$ cat src/sv/tht_mul.sv
// Shared unsigned 33x31 multiplier with a registered 64-bit product.
// No dependencies.
`default_nettype none

module tht_mul (
  input  wire logic        clk,
  input  wire logic [32:0] a,
  input  wire logic [30:0] b,
  output logic      [63:0] p_r
);

  logic [63:0] p_nxt;

  // Form the product
  assign p_nxt = {31'b0, a} * {33'b0, b};

  // Register it
  always_ff @(posedge clk) begin
    p_r <= p_nxt;
  end

endmodule

`default_nettype wire

$ cat config.mk
export PLATFORM = sky130hd
export DESIGN_NAME = tht_mul
export DESIGN_NICKNAME = d
export VERILOG_FILES = /design/src/sv/tht_mul.sv
export SDC_FILE = /design/constraint.sdc
export NUM_CORES = 2
export LEC_CHECK = 0
export ABC_AREA = 1
export BUFFER_PORTS_ARGS = -buffer_cell sky130_fd_sc_hd__buf_2
export CAP_MARGIN = 20
export CORE_ASPECT_RATIO = 1.75
export CORE_MARGIN = 1.5
export CORE_UTILIZATION = 57
export DETAILED_ROUTE_END_ITERATION = 7
export GPL_TIMING_DRIVEN = 0
export PLACE_DENSITY_LB_ADDON = 0.2
export SKIP_LAST_GASP = 1
export SLEW_MARGIN = 20
export SYNTH_ARGS = -nofsm -noshare
export SYNTH_HDL_FRONTEND = slang
export SYNTH_SLANG_ARGS = --single-unit
$ cat constraint.sdc
create_clock -name clk -period 22.8 [get_ports clk]
set_input_delay 4.56 -clock clk [delete_from_list [all_inputs] [get_ports clk]]
set_output_delay 4.56 -clock clk [all_outputs]
set_load 0.1 [all_outputs]
After elaboration in Yosys (flattened, before gate mapping):

Cells that the tools add are included.

* $mul: 1

Operators with widths (number)
* multiplier 33 x 31 -> 64 bit: 1

* input port bits: 65
* bits in registers: 64
* word-level logic and storage cells: 2

Depth between registers and ports, before layout:

* depth after elaboration: 1
* depth in mapped cells: 33
* mapped depth without buffers: 31

Worst setup path before layout:

OpenSTA, ideal clock, no wires.

* kind: input to register
* from: in b[7]
* to: reg p_r[61]
* library setup time: 0.112 ns
* data arrival time: 10.448 ns
* stages: 27
* slack: 12.239 ns
* path through: clkbuf_1 > clkbuf_1 > nand2_1 > fa_1 > inv_1 > fa_1 > fa_1 > inv_1 > fa_1 > inv_1 > fa_1 > fa_1 > fa_1 > inv_1 > fa_1 > inv_1 > ha_1 > nand2_1 > inv_1 > a21oi_1 > nand2_1 > nand2_1 > nand2_1 > a21oi_1 > nand2_1 > nand2_1 > nand2_1

* word-level cells in the longest chain between the ends: 1

Ends and longest elaborated chain
* from (decl): RTL line 8 `input wire logic [30:0] b,`
* multiplier 33 x 31 -> 64 bit: RTL line 15 `assign p_nxt = {31'b0, a} * {33'b0, b};`
* net p_nxt[61]: RTL line 12 `logic [63:0] p_nxt;`
* to (signal assigned): RTL line 19 `p_r <= p_nxt;`
* to (decl): RTL line 9 `output logic [63:0] p_r`

The timed path passes the listed nets, and every way through them passes these cells.

Worst setup path in the final report:

* from: in b[18]
* to: reg p_r[63]

The elaborated chain is that of the path after synthesis.

==> metrics.md <==
| Metric | Value |
|---|---|
| Final Setup Violations | 0 |
| Top cell type's share of synthesized area | 48.6% |
| All-Layer GR Usage | 47.2% |
| 1st-iter DRT viols | ~2700 |
| TNS Setup | 0 ns |
| Worst EP required | 23.06 ns |
| Largest Register | p_r |
| Max-slew violations | 0 |
| DIE AREA | about 66000 um^2 |
| Global Route met1 Usage | approximately 47% |
| Vias in the first global route | about 34000 |
| Hold Crit Start | a[0] |
| XOR/XNOR Fraction of Synth Area | less than 1% |
| Cells after Synth | between 4000 and 5000 |
| # nets final | ~6200 |
| Initial Util | between 50% and 60% |
| Hold_buf cts | 0 |
| Synth Area in Adders | a little under three fifths |
| Period minus WS final | between 10 and 15 ns |
| Global-route wire length before repair | roughly 220000 um |
| Rows | 123 |
| CP startpoint | b[18] |
| Post-Syn Area | 36900 um^2 |
| Violated checks | design-rule violations |
| Reg area | 1280 um^2 |
| Post-route DRC violation count | 2 |
| Crit end category | register |
| Yosys cell types | 27 |
| Grt met2 use | between 70% and 80% |
| Area of the multi-input gates | between 20000 and 30000 um^2 |
| Biggest regs | p_r (64) |
| Startpoint types | input port |
| Grt peak-use layer | met2 |
| Final period util | between 50% and 60% |
| Yosys Warn Count | 0 |
| Area delta synth->final | 5.20% |
| Crit Path Class | input port to register |
| TritonCTS clock tree | yes |
| CTS Sinks | 64 |
| Synth Area in Compound Gates | less than 1% |
| Post-synth EDFFs | 0 |
| Routed vias/inst | between 5 and 6 |
| H-tree Lvls | 3 |
| FF+latch count, synth | between 60 and 70 |
| Die Span Y | roughly 340 um |
| CORE AREA | ~64000 um^2 |
| Largest net degree at the start of global routing | 14 |
| Fmax | between 0.08 and 0.09 GHz |
| Max reg flops | 64 |
| Drt first pass iters | 8 |
| Ys async rst share | 0% |
| Synth cell count leaders | inv_1 (1593), nand2_1 (1565), fa_1 (895) |
| Post-CTS Setup Bufs | 0 |
| Reg clk slew, reported paths | around 0.090 ns |
| PostCTS Resize Cnt | 0 |
| Layout cells sized above 1 | 3.82% |
| Seq/Total Area, Yosys | 3.48% |
| Max cap viols | 0 |
| Post-route ant nets | 0 |
| Top-count cell post-synth | inv_1 |
| Worst-case clock buffer depth | 2 |
| Routed wire per std cell | approximately 25 um |
| Dpl hpwl | 124000 um |
| CP Max Fanout | 10 |
| IO buf count | 97 |
| Synth Area in Simple Gates | between 10% and 20% |
| Number of vias in the routed layout | 32125 |
| WP data arrival | roughly 13 ns |
| Die Width | between 150 and 200 um |
| Total length of routed wires | 149000 um |
| Main combinational cell family by area after synthesis | adder cells |
| Overflow after GRT | 0 |
| Avg Inst Size Synth | ~7.5 um^2 |
| Global routing usage on met3 | between 10% and 20% |
| CTS buffer count | 9 |
| Initial antenna violation count | 12 |
| Pin slew with the least headroom to its limit | roughly 1.3 ns |
| Final Hold Fails | 0 |
| Multiplexer area fraction after synthesis | 0% |
| Gp weighted congestion | between 1 and 1.5 |
| Top FF cell, synth | dfxtp_1 |
| Synthesized Nets | between 6000 and 7000 |
| Status | complete, but fails checks |
| Top post-synthesis cells by area | fa_1 (49%), inv_1 (16%), nand2_1 (16%) |
| # IOs | 129 |
| Hold Crit Class | input port to register |
| RSZ-0062 raised after global routing | false |
| Post-synth top area cell | fa_1 |
| Relative slew slack | about a tenth |
| Root buffer cell | clkbuf_16 |
| Filler cell count | roughly 6200 |
area by class of cell:
type                            instances  area share [%]
Inverter                             1595            15.4
Timing Repair Buffer                  100            1.34
Buffer                                223            2.25
Sequential cell                        64            3.30
Multi-Input combinational cell       3024            74.2
Tap cell                              812            2.62
Clock buffer                            9           0.581
Antenna cell                            8          0.0516
Clock inverter                          7           0.265
logic make-up (layout without fill, tap and decap cells):
family / Yosys count / after routing
buffers and inverters: 1818 / 1934
and+or+nand+nor: 1783 / 1783
adders and majority gates: 1152 / 1152
DFF: 64 / 64
AOI/OAI and AO/OA: 53 / 53
xor gates and xnor gates: 36 / 36
other: 0 / 8
critical path, cell delays in order:
cell and delay (ns):
clkbuf_1 0.72, clkbuf_1 0.82, nand2_1 0.15, fa_1 0.52, fa_1 0.56, inv_1 0.06, fa_1 0.48, fa_1 0.66
fa_1 0.47, fa_1 0.47, fa_1 0.49, inv_1 0.21, fa_1 0.61, inv_1 0.06, ha_1 0.42, nand2_1 0.14
nor2_1 0.24, nand2_1 0.12, inv_1 0.18, a21oi_1 0.10, nand2_1 0.21, nand2_1 0.13, nand3_1 0.09, nand2_1 0.07
through the flow:
step / utilization, % / setup WS, ns / std cells / hold slack [ns] / area (um^2)
after floorplan: - / 12.24 / 4906 / 4.78 / 36900
after global placement: 59.8 / 10.51 / 5815 / 4.93 / 38400
after detailed placement: 59.8 / 10.46 / 5816 / 4.92 / 38400
after CTS: 60.3 / 10.85 / 5832 / 4.50 / 38700
after global routing: 60.4 / 10.38 / 5834 / 4.56 / 38800
final: 60.4 / 10.51 / 5842 / 4.54 / 38800
layout by cell type (no fill, tap or decap), drive strengths merged, types with 2 or more instances in the layout:
master	instances
a21oi	39
and3	2
buf	119
bufinv	2
clkbuf	213
clkinv	2
dfxtp	64
diode	8
fa	895
ha	257
inv	1597
nand2	1577
nand3	62
nand4	16
nor2	104
nor3	18
nor4	2
o21bai	13
xnor2	2
xor2	34
routing by layer:
metal	up-vias	routed length (um)
li1	13624	-
met1	15648	44600
met2	2013	68800
met3	832	16000
met4	8	19500
met5	-	50
path summary, 6_finish.rpt:
kind,to,slack [ns],depth (start not counted)
worst max-delay path,p_r[63]$_DFF_P_,10.51,24
worst min-delay path,p_r[1]$_DFF_P_,4.54,4
Power is not shown: default switching activity piles up to over one toggle a cycle in this logic, so the estimate is an artifact.
