===== src/sv/tht_pkg.sv =====
// Shared types, constants and helpers for the touch hit-test table.
// No dependencies; used by tht_div, tht_table, the top module and the testbench.
`default_nettype none

package tht_pkg;

  // Table geometry
  localparam int MAX_QUADS = 64;
  localparam int IDX_W     = $clog2(MAX_QUADS);
  localparam int CNT_W     = $clog2(MAX_QUADS + 1);
  localparam int ENTRY_W   = 7;

  // Request kinds
  localparam logic [1:0] MODE_CLEAR  = 2'd0;
  localparam logic [1:0] MODE_APPEND = 2'd1;
  localparam logic [1:0] MODE_QUERY  = 2'd2;
  localparam logic [1:0] MODE_NOP    = 2'd3;

  // Register indexes on the configuration port
  localparam logic [2:0] REG_CAM_X    = 3'd0;
  localparam logic [2:0] REG_CAM_Y    = 3'd1;
  localparam logic [2:0] REG_ZOOM     = 3'd2;
  localparam logic [2:0] REG_HALF_W   = 3'd3;
  localparam logic [2:0] REG_HALF_H   = 3'd4;
  localparam logic [2:0] REG_MIN_HALF = 3'd5;

  // Stored quad
  typedef struct packed {
    logic [31:0]        entity;
    logic signed [31:0] cx;
    logic signed [31:0] cy;
    logic signed [31:0] hw;
    logic signed [31:0] hh;
  } quad_t;

  // Sequencer states
  typedef enum logic [3:0] {
    ST_IDLE,
    ST_A_M1,
    ST_A_M2,
    ST_A_DS,
    ST_A_DW,
    ST_A_WR,
    ST_Q_RD,
    ST_Q_MX,
    ST_Q_MY,
    ST_Q_MW,
    ST_Q_MH,
    ST_Q_HY,
    ST_Q_CMP,
    ST_DONE
  } state_t;

  // Divider status
  typedef struct packed {
    logic        done;
    logic [63:0] quot;
  } div_stat_t;

  // Saturate a 50-bit signed value to signed 32 bits
  function automatic logic signed [31:0] sat32(input logic signed [49:0] v);
    logic signed [31:0] r;
    if (v > 50'sh0_0000_7FFF_FFFF) begin
      r = 32'sh7FFF_FFFF;
    end else if (v < -50'sh0_0000_8000_0000) begin
      r = -32'sh8000_0000;
    end else begin
      r = v[31:0];
    end
    return r;
  endfunction

endpackage

`default_nettype wire


===== src/sv/tht_div.sv =====
// Restoring divider, one quotient bit per cycle, 64-bit by 32-bit.
// Depends on tht_pkg for the status struct.
`default_nettype none

module tht_div (
  input  wire logic            clk,
  input  wire logic            rst_n,
  input  wire logic            start,
  input  wire logic [63:0]     dividend,
  input  wire logic [31:0]     divisor,
  output tht_pkg::div_stat_t   stat
);

  logic        busy_r, busy_nxt;
  logic        done_r, done_nxt;
  logic [5:0]  cnt_r, cnt_nxt;
  logic [32:0] rem_r, rem_nxt;
  logic [63:0] quo_r, quo_nxt;
  logic [31:0] dvs_r, dvs_nxt;
  logic [32:0] rem_sh;
  logic        take;

  // Load on start, else one shift-subtract step while busy
  always_comb begin
    busy_nxt = busy_r;
    done_nxt = 1'b0;
    cnt_nxt  = cnt_r;
    rem_nxt  = rem_r;
    quo_nxt  = quo_r;
    dvs_nxt  = dvs_r;
    rem_sh   = {rem_r[31:0], quo_r[63]};
    take     = rem_sh >= {1'b0, dvs_r};
    if (start) begin
      busy_nxt = 1'b1;
      cnt_nxt  = 6'd0;
      rem_nxt  = 33'd0;
      quo_nxt  = dividend;
      dvs_nxt  = divisor;
    end else if (busy_r) begin
      rem_nxt = take ? rem_sh - {1'b0, dvs_r} : rem_sh;
      quo_nxt = {quo_r[62:0], take};
      cnt_nxt = cnt_r + 6'd1;
      if (cnt_r == 6'd63) begin
        busy_nxt = 1'b0;
        done_nxt = 1'b1;
      end
    end
  end

  always_ff @(posedge clk) begin
    if (!rst_n) begin
      busy_r <= 1'b0;
      done_r <= 1'b0;
      cnt_r  <= 6'd0;
    end else begin
      busy_r <= busy_nxt;
      done_r <= done_nxt;
      cnt_r  <= cnt_nxt;
    end
    rem_r <= rem_nxt;
    quo_r <= quo_nxt;
    dvs_r <= dvs_nxt;
  end

  assign stat.done = done_r;
  assign stat.quot = quo_r;

endmodule

`default_nettype wire


===== config.mk =====
export PLATFORM = sky130hd
export DESIGN_NAME = tht_div
export DESIGN_NICKNAME = d
export VERILOG_FILES = /design/src/sv/tht_pkg.sv /design/src/sv/tht_div.sv
export SDC_FILE = /design/constraint.sdc
export NUM_CORES = 1
export LEC_CHECK = 0
export BUFFER_PORTS_ARGS = -buffer_cell sky130_fd_sc_hd__buf_2
export CAP_MARGIN = 20
export CORE_ASPECT_RATIO = 0.6
export CORE_UTILIZATION = 55
export DETAILED_ROUTE_END_ITERATION = 16
export HOLD_SLACK_MARGIN = 0.03
export PLACE_DENSITY = 0.8
export SYNTH_ARGS = -nofsm -noshare
export SYNTH_HDL_FRONTEND = slang
export SYNTH_SLANG_ARGS = --single-unit
export TNS_END_PERCENT = 50

===== constraint.sdc =====
create_clock -name clk -period 3.4 [get_ports clk]
set_clock_uncertainty 0.05 [all_clocks]
set_input_delay 0.51 -clock clk [delete_from_list [all_inputs] [get_ports clk]]
set_output_delay 0.51 -clock clk [all_outputs]
set_load 0.1 [all_outputs]

**After elaboration in Yosys (flattened, before gate mapping)**

Cells that the tools add are included.

- Register bits after elaboration: 136
- Input bits: 99
- Word-level logic and storage cells: 22

- $add $sub $neg: 2
- Order comparisons: 1
- Eq/ne operators: 1
- Multiplexer cells: 7
- Bitwise logic cells: 2
- Reductions and logical operators: 3

Operator list:

| kind | number |
|---|---|
| 64-bit 2-to-1 mux | 2 |
| 33-bit by 32-bit greater-or-equal comparator with 1-bit output | 1 |
| 32-bit 2-to-1 mux | 1 |
| 32-bit subtractor | 1 |
| 6-bit by 1-bit adder with 6-bit output (second input constant) | 1 |
| 6-bit equality test (second input constant) | 1 |
| 1-bit 2-to-1 mux | 4 |
| 3-bit OR reduction | 1 |
| 1-bit inverter | 2 |
| 2-bit nonzero test | 1 |
| 2-bit OR reduction | 1 |

**Logic depth before layout (Yosys ltp)**

Gate-level depths: netlist of the first run.

- Word-level depth: 4
- Gate-level depth with buffers: 13

**Least setup slack after synthesis of the first run**

Ideal clock, no wire load.

- Kind: flip-flop to flip-flop
- From: register quo_r[63]
- To: register rem_r[28]
- Library setup time: 134 ps
- Arrival time: 3085 ps
- Required time: 3216 ps
- Path slack: 131 ps
- Cell stages (with the launch flop): 12
- Clock period less this slack: 3269 ps
- Cell sequence: edfxtp_1 -> inv_1 -> ha_1 -> fa_1 -> nor2b_1 -> o21ba_1 -> o31a_1 -> or4b_4 -> a221o_1 -> nor4bb_1 -> nor4_2 -> nor4_2

- Word-level cells in the longest chain between the ends: 2
- Elaborated cells between the ends (all ways): 3
- Classes of those cells: 1 x add/sub; 1 x order compare; 1 x mux

RTL lines:

| element | RTL line | RTL |
|---|---|---|
| start, declared | tht_div.sv:18 | `logic [63:0] quo_r, quo_nxt;` |
| start signal, assigned | tht_div.sv:61 | `quo_r <= quo_nxt;` |
| 32-bit subtractor or 33-bit by 32-bit greater-or-equal comparator with 1-bit output (tied branches) | tht_div.sv:40, tht_div.sv:32 |  |
| 32-bit 2-to-1 mux * | tht_div.sv:40 | `rem_nxt = take ? rem_sh - {1'b0, dvs_r} : rem_sh;` |
| end signal, assigned | tht_div.sv:60 | `rem_r <= rem_nxt;` |
| end, declared | tht_div.sv:17 | `logic [32:0] rem_r, rem_nxt;` |

Mark *: on every way between the ends. The rest lies on a longest branch, timed or not.
A chain may end at the register's enable or synchronous reset.

**Final worst setup path of the first run**

- From: register quo_r[63]
- To: register rem_r[26]

The elaborated chain is that of the path after synthesis.

==> qor.csv, run 1 <==
metric,value,unit
grt_pass1_wl,28400,um
hold_buffers,0,
clkLatencyLatePin,0.42,ns
drtAntennaViolNets,0,
r2r-end,rem_r[26],
clockRootBuffer,clkbuf_16,
cts_sinks,136,
grt_max_degree,59,
grt_remaining_overflow,0,
hold_path_depth,1,
slowest_stage,or4b_4,
crit_fanout,4,
slew-limit-headroom,50.7,%
place_area,8420,um2
drive_gt1_share,32.7,%
vias,5937,
cts_resized,0,
outcome,finished with violations,
postLayoutCellArea,8970,um2
utilization,68.7,%
p_total,5290,uW
hold_violations,0,
synth_cell_type_count,67,
worstSetupEndpoint,rem_r[26],
yosysTopAreaCellShare,38.5,%
crit_arrival,3.37,ns
netlist_area,7490,um2
dieArea,14100,um2
required,3.62,ns
firstDrtPassIters,13,
ys.flop_type,edfxtp_1,
cp-startpoint,quo_r[63],
routed-wl-met2,8230,um
met1_length,8320,um
synth_top_cells_by_area,"edfxtp_1, dfxtp_1, mux2_2",
grtUsageTotal,25.7,%
crit_path_start_kind,flop,
top_layer,met4,
min_period,3.15,ns
leakage,0.00391,uW
rr_worst_depth,11,
cts_buffers,17,
drc,3,
synth_fp_nets,806,
worst_pin_slew,0.740,ns
layout.nets,959,
synth_edf_count,96,
first_iter_violations,591,
antenna_found_initial,0,
pin_count,164,
htree_levels,4,
failed_checks,DRC,
io_buffers,163,
cts_tree,built,
async_flop_share,0,%
clk_pin_slew_worst_paths,0.07,ns
cts_buffer_depth,2,
fin_ws,0.251,ns
gp_congestion,0.868,
avgSynthCellArea,11.1,um2
r2r_slack,0.25,ns
cp_slowest_stage_delay,0.54,ns
r2r_start,quo_r[63],
routed_wl,18000,um
max_freq,318,MHz
fp.coreArea,13100,um2
fin_tns_setup,0,ns
ys_ff_latch,136,
cts_setup_buffers,0,
peakVddDrop,0.355,mV
nFillCells,956,
drv_cap,0,
dieWidth,153,um
cpLargestDelayFamily,compound AO/OA/AOI/OAI gates,
hold_class,in2reg,
path_buf_inv,1,
yosysSeqAreaShare,49.2,%
area_delta_synth_final,19.8,%
cp-end-kind,flop,
yosysTopAreaCell,edfxtp_1,
slew_violations,0,
yosysWarnings,0,
start_util,57.4,%
path_class,reg2reg,
synth_cells,673,
viasPerCell,5.88,
grt_pass1_vias,5713,
rows,32,
diodes,0,
path_cells,inv_1 > ha_1 > fa_1 > nor2b_1 > o21ba_1 > o31a_1 > or4b_4 > a221o_1 > a21oi_1 > xor2_1 > o221ai_1,
fin_crit_sh,92.6,%
cp.depth,11,
dp_hpwl,12800,um
finalSetupViolCount,0,
post_drt_wl_per_cell,17.9,um
powerDensity,590,nW/um2
dp_slack,0.381,ns
die_h,92.4,um
rsz0062_at_grt,false,
wl_met3,1200,um
how the worst min path moves through the flow:
stage                      from         to  slack, ns
floorplan              cnt_r[5]   cnt_r[5]       0.40
global placement       cnt_r[5]   cnt_r[5]       0.41
detailed placement     rem_r[1]   rem_r[1]       0.45
CTS                 divisor[20]  dvs_r[20]       0.20
global route         divisor[6]   dvs_r[6]       0.21
finish              divisor[17]  dvs_r[17]       0.21
cells in the final DEF (no fill, tap or decap), drive strengths merged, types with 3 or more instances in the layout:
cell type and instances:
and4 4, nor2b 4, and3 3, nor2 55
clkinvlp 3, o31ai 3, buf 169, xor2 10
nor3 9, ha 33, o211ai 5, nand4 10
nand3 11, nor4 5, a21o 15, mux2i 23
a21oi 32, nand2b 4, a31oi 5, or2 3
and2 5, o21bai 3, clkinv 4, nand4b 4
mux2 64, edfxtp 96, nor3b 7, inv 60
o21ai 18, a211oi 25, clkbuf 17, xnor2 17
dfxtp 40, o221ai 4, nand2 31, o31a 4
o21a 5
where the power goes:
part | leakage [uW] | switching (uW) | internal, uW
combinational | 0.00236 | 1090 | 421
sequential | 0.00129 | 81.7 | 1940
clock | 0.000265 | 798 | 959
cells by family (layout without fill, tap and decap cells):
| group | after synthesis | count (layout) | share of synthesized area, % |
|---|---|---|---|
| XOR/XNOR | 27 | 27 | 3.16 |
| AO/OA/AOI/OAI | 141 | 141 | 13.2 |
| multiplexers | 87 | 87 | 12.7 |
| flip-flops | 136 | 136 | 49.2 |
| AND/OR/NAND/NOR | 161 | 161 | 11.0 |
| buffers and inverters | 87 | 253 | 4.95 |
| adder cells (fa/ha/maj) | 34 | 34 | 5.78 |
worst register-to-register path: stages, from the launching register on:
cell	delay, ns
edfxtp_1	0.40
inv_1	0.08
ha_1	0.18
fa_1	0.25
nor2b_1	0.09
o21ba_1	0.21
o31a_1	0.29
or4b_4	0.54
a221o_1	0.36
a21oi_1	0.22
xor2_1	0.20
o221ai_1	0.14
state kept, by name, summed over array words and instances (netlist names):
| signal | count |
|---|---|
| busy_r | 1 |
| cnt_r | 6 |
| done_r | 1 |
| dvs_r | 32 |
| quo_r | 64 |
| rem_r | 32 |
cells in the mapped netlist (7+ instances only):
cell / n
xnor2_1: 17
inv_1: 52
nor2_1: 55
o21ai_0: 13
nand3_1: 11
mux2i_1: 23
ha_1: 33
xor2_1: 10
nor3_1: 9
mux2_2: 63
nand2_1: 31
nand4_1: 10
a21o_1: 15
a21oi_1: 32
nor3b_1: 7
a211oi_1: 24
dfxtp_1: 40
clkbuf_1: 23
edfxtp_1: 96
through the flow:
step,hold WS [ns],cells
2_1_floorplan,0.404,673
3_3_place_gp,0.415,977
3_5_place_dp,0.446,977
4_1_cts,0.204,1009
5_1_grt,0.207,1009
6_report,0.211,1009
routing by layer:
metal  vias to the layer above  global-route usage, %
met5                         -                      0
met4                         0                   8.50
met3                        38                   5.01
met2                       237                   40.4
met1                      2843                   35.8
li1                       2819                      -
area by class of cell:
type | instances | area (um2) | share of cell area (%)
Clock inverter | 15 | 130 | 1.45
Multi-Input combinational cell | 450 | 3430 | 38.3
Sequential cell | 136 | 3680 | 41.1
Clock buffer | 17 | 425 | 4.74
Inverter | 52 | 195 | 2.18
Tap cell | 170 | 213 | 2.37
Timing Repair Buffer | 169 | 888 | 9.90
(Power assumes the default switching activity.)
==> inputs of run 2 (changes only) <==
- CORE_MARGIN: not set -> 4
- RECOVER_POWER: not set -> 100
==> run 2 against run 1 <==
Net effect: global-route usage fell by 2.4 points; highest routed layer unchanged; die area rose by 11%; maximum frequency rose by 0.77%; the run ends with capacitance limit, slew limit left; utilization fell by 0.86 points; total power fell by 0.60%; combinational power fell by 3%; register-to-register slack improved by 0.02 ns; setup slack improved by 0.024 ns.
==> qor.csv, run 2 (synthesized netlist as in run 1, its figures left out) <==
metric,value,unit
grt_pass1_wl,29000,um
dp_cells,979,
htree_levels,4,
hold_buffers,0,
vias,5848,
crit_path_start_kind,flop,
fin_tns_setup,0,ns
start_util,57.2,%
cp-startpoint,quo_r[63],
cp-end-kind,flop,
dieWidth,159,um
drc,0,
r2r_slack,0.28,ns
io_buffers,163,
largest_reg_flops,64,
die_h,98.4,um
holdWs,0.200,ns
failed_checks,"capacitance limit, slew limit",
drv_cap,1,
first_iter_violations,514,
slew-limit-headroom,-11.6,%
path_class,reg2reg,
rr_worst_depth,11,
top_regs,"quo_r: 64 flops, dvs_r: 32 flops, rem_r: 32 flops",
area_delta_synth_final,18.7,%
worst_pin_slew,1.67,ns
finalNonFillerCells,1011,
powerDensity,592,nW/um2
cts_tree,built,
grt_max_degree,45,
gp_congestion,0.914,
postLayoutCellArea,8890,um2
regMostFlops,quo_r,
peakVddDrop,0.319,mV
crit_arrival,3.32,ns
place_area,8420,um2
grt_pass1_vias,5612,
cts_resized,0,
crit_fanout,4,
layout_common_cells,"edfxtp_1, buf_2, clkbuf_1",
cts_buffer_depth,2,
p_total,5260,uW
rows,32,
diodes,0,
layout.nets,961,
clockRootBuffer,clkbuf_16,
slew_violations,35,
cts_setup_buffers,0,
dp_hpwl,13200,um
cts_buffers,17,
r2r_start,quo_r[63],
leakage,0.00372,uW
min_period,3.12,ns
worstSetupEndpoint,rem_r[28],
drtAntennaViolNets,0,
clkLatencyLatePin,0.43,ns
outcome,finished with violations,
grtUsageTotal,23.3,%
antenna_found_initial,0,
hold_violations,0,
required,3.59,ns
grt_remaining_overflow,0,
post_drt_wl_per_cell,17.9,um
fp.coreArea,13100,um2
finalSetupViolCount,0,
max_freq,320,MHz
dieArea,15600,um2
fin_crit_sh,91.9,%
pin_count,164,
rsz0062_at_grt,false,
clk_pin_slew_worst_paths,0.07,ns
drive_gt1_share,24.7,%
cts_sinks,136,
viasPerCell,5.78,
firstDrtPassIters,5,
hold_class,in2reg,
routed_wl,18100,um
r2r-end,rem_r[28],
==> run 2: cell count changes in the layout (fill, tap and decap cells not counted), moves of 2 or more <==
cell,previous run,this run
inv_8,3,0
clkinv_4,3,0
inv_6,5,8
clkbuf_2,0,3
buf_4,5,2
buf_2,162,96
clkbuf_1,0,67
clkbuf_4,0,2
clkinv_8,0,2
==> run 2: area by class of cell <==
type / instances / area, um2
fillers: 999 / 4210
clock inverters: 15 / 136
inverters: 52 / 195
repair buffers: 171 / 797
well taps: 170 / 213
multi-input cells: 450 / 3430
flip-flops and latches: 136 / 3680
clock buffers: 17 / 425
==> run 2: stage by stage <==
step	setup slack [ns]	util (%)
6_report	0.275	67.9
5_1_grt	0.0960	67.9
4_1_cts	0.350	68.6
3_5_place_dp	0.363	64.3
3_3_place_gp	0.473	64.3
2_1_floorplan	0.131	-
==> run 2: worst min path at each step <==
| stage | from | to | slack, ns | depth (start not counted) |
|---|---|---|---|---|
| finish | divisor[26] | dvs_r[26] | 0.20 | 1 |
| global route | divisor[26] | dvs_r[26] | 0.19 | 1 |
| CTS | divisor[23] | dvs_r[23] | 0.19 | 1 |
| detailed placement | cnt_r[5] | cnt_r[5] | 0.44 | 2 |
| global placement | cnt_r[5] | cnt_r[5] | 0.42 | 2 |
| floorplan | cnt_r[5] | cnt_r[5] | 0.40 | 2 |
==> run 2: worst max-delay path, stage by stage (launching register included) <==
cell      delay (ns)
edfxtp_1        0.41
inv_1           0.07
ha_1            0.19
fa_1            0.22
nor2b_1         0.07
o21ba_1         0.20
o31a_1          0.30
or4b_4          0.54
a221o_1         0.35
nor4bb_1        0.16
nor4_2          0.32
nor4_2          0.07
==> run 2: power breakdown <==
part | internal (uW) | switching [uW] | total, uW
registers | 1950 | 86.2 | 2030
logic | 396 | 1080 | 1470
clock network | 958 | 795 | 1750
==> run 2: layer usage <==
metal | routed length, um | global-route usage, % | share of wire, % | vias to the layer above
li1 | - | - | - | 2814
met1 | 8450 | 33.9 | 47 | 2799
met2 | 8190 | 35.0 | 45 | 209
met3 | 1170 | 5.40 | 6.5 | 26
met4 | 243 | 6.16 | 1.3 | 0
met5 | 0 | 0 | 0 | -
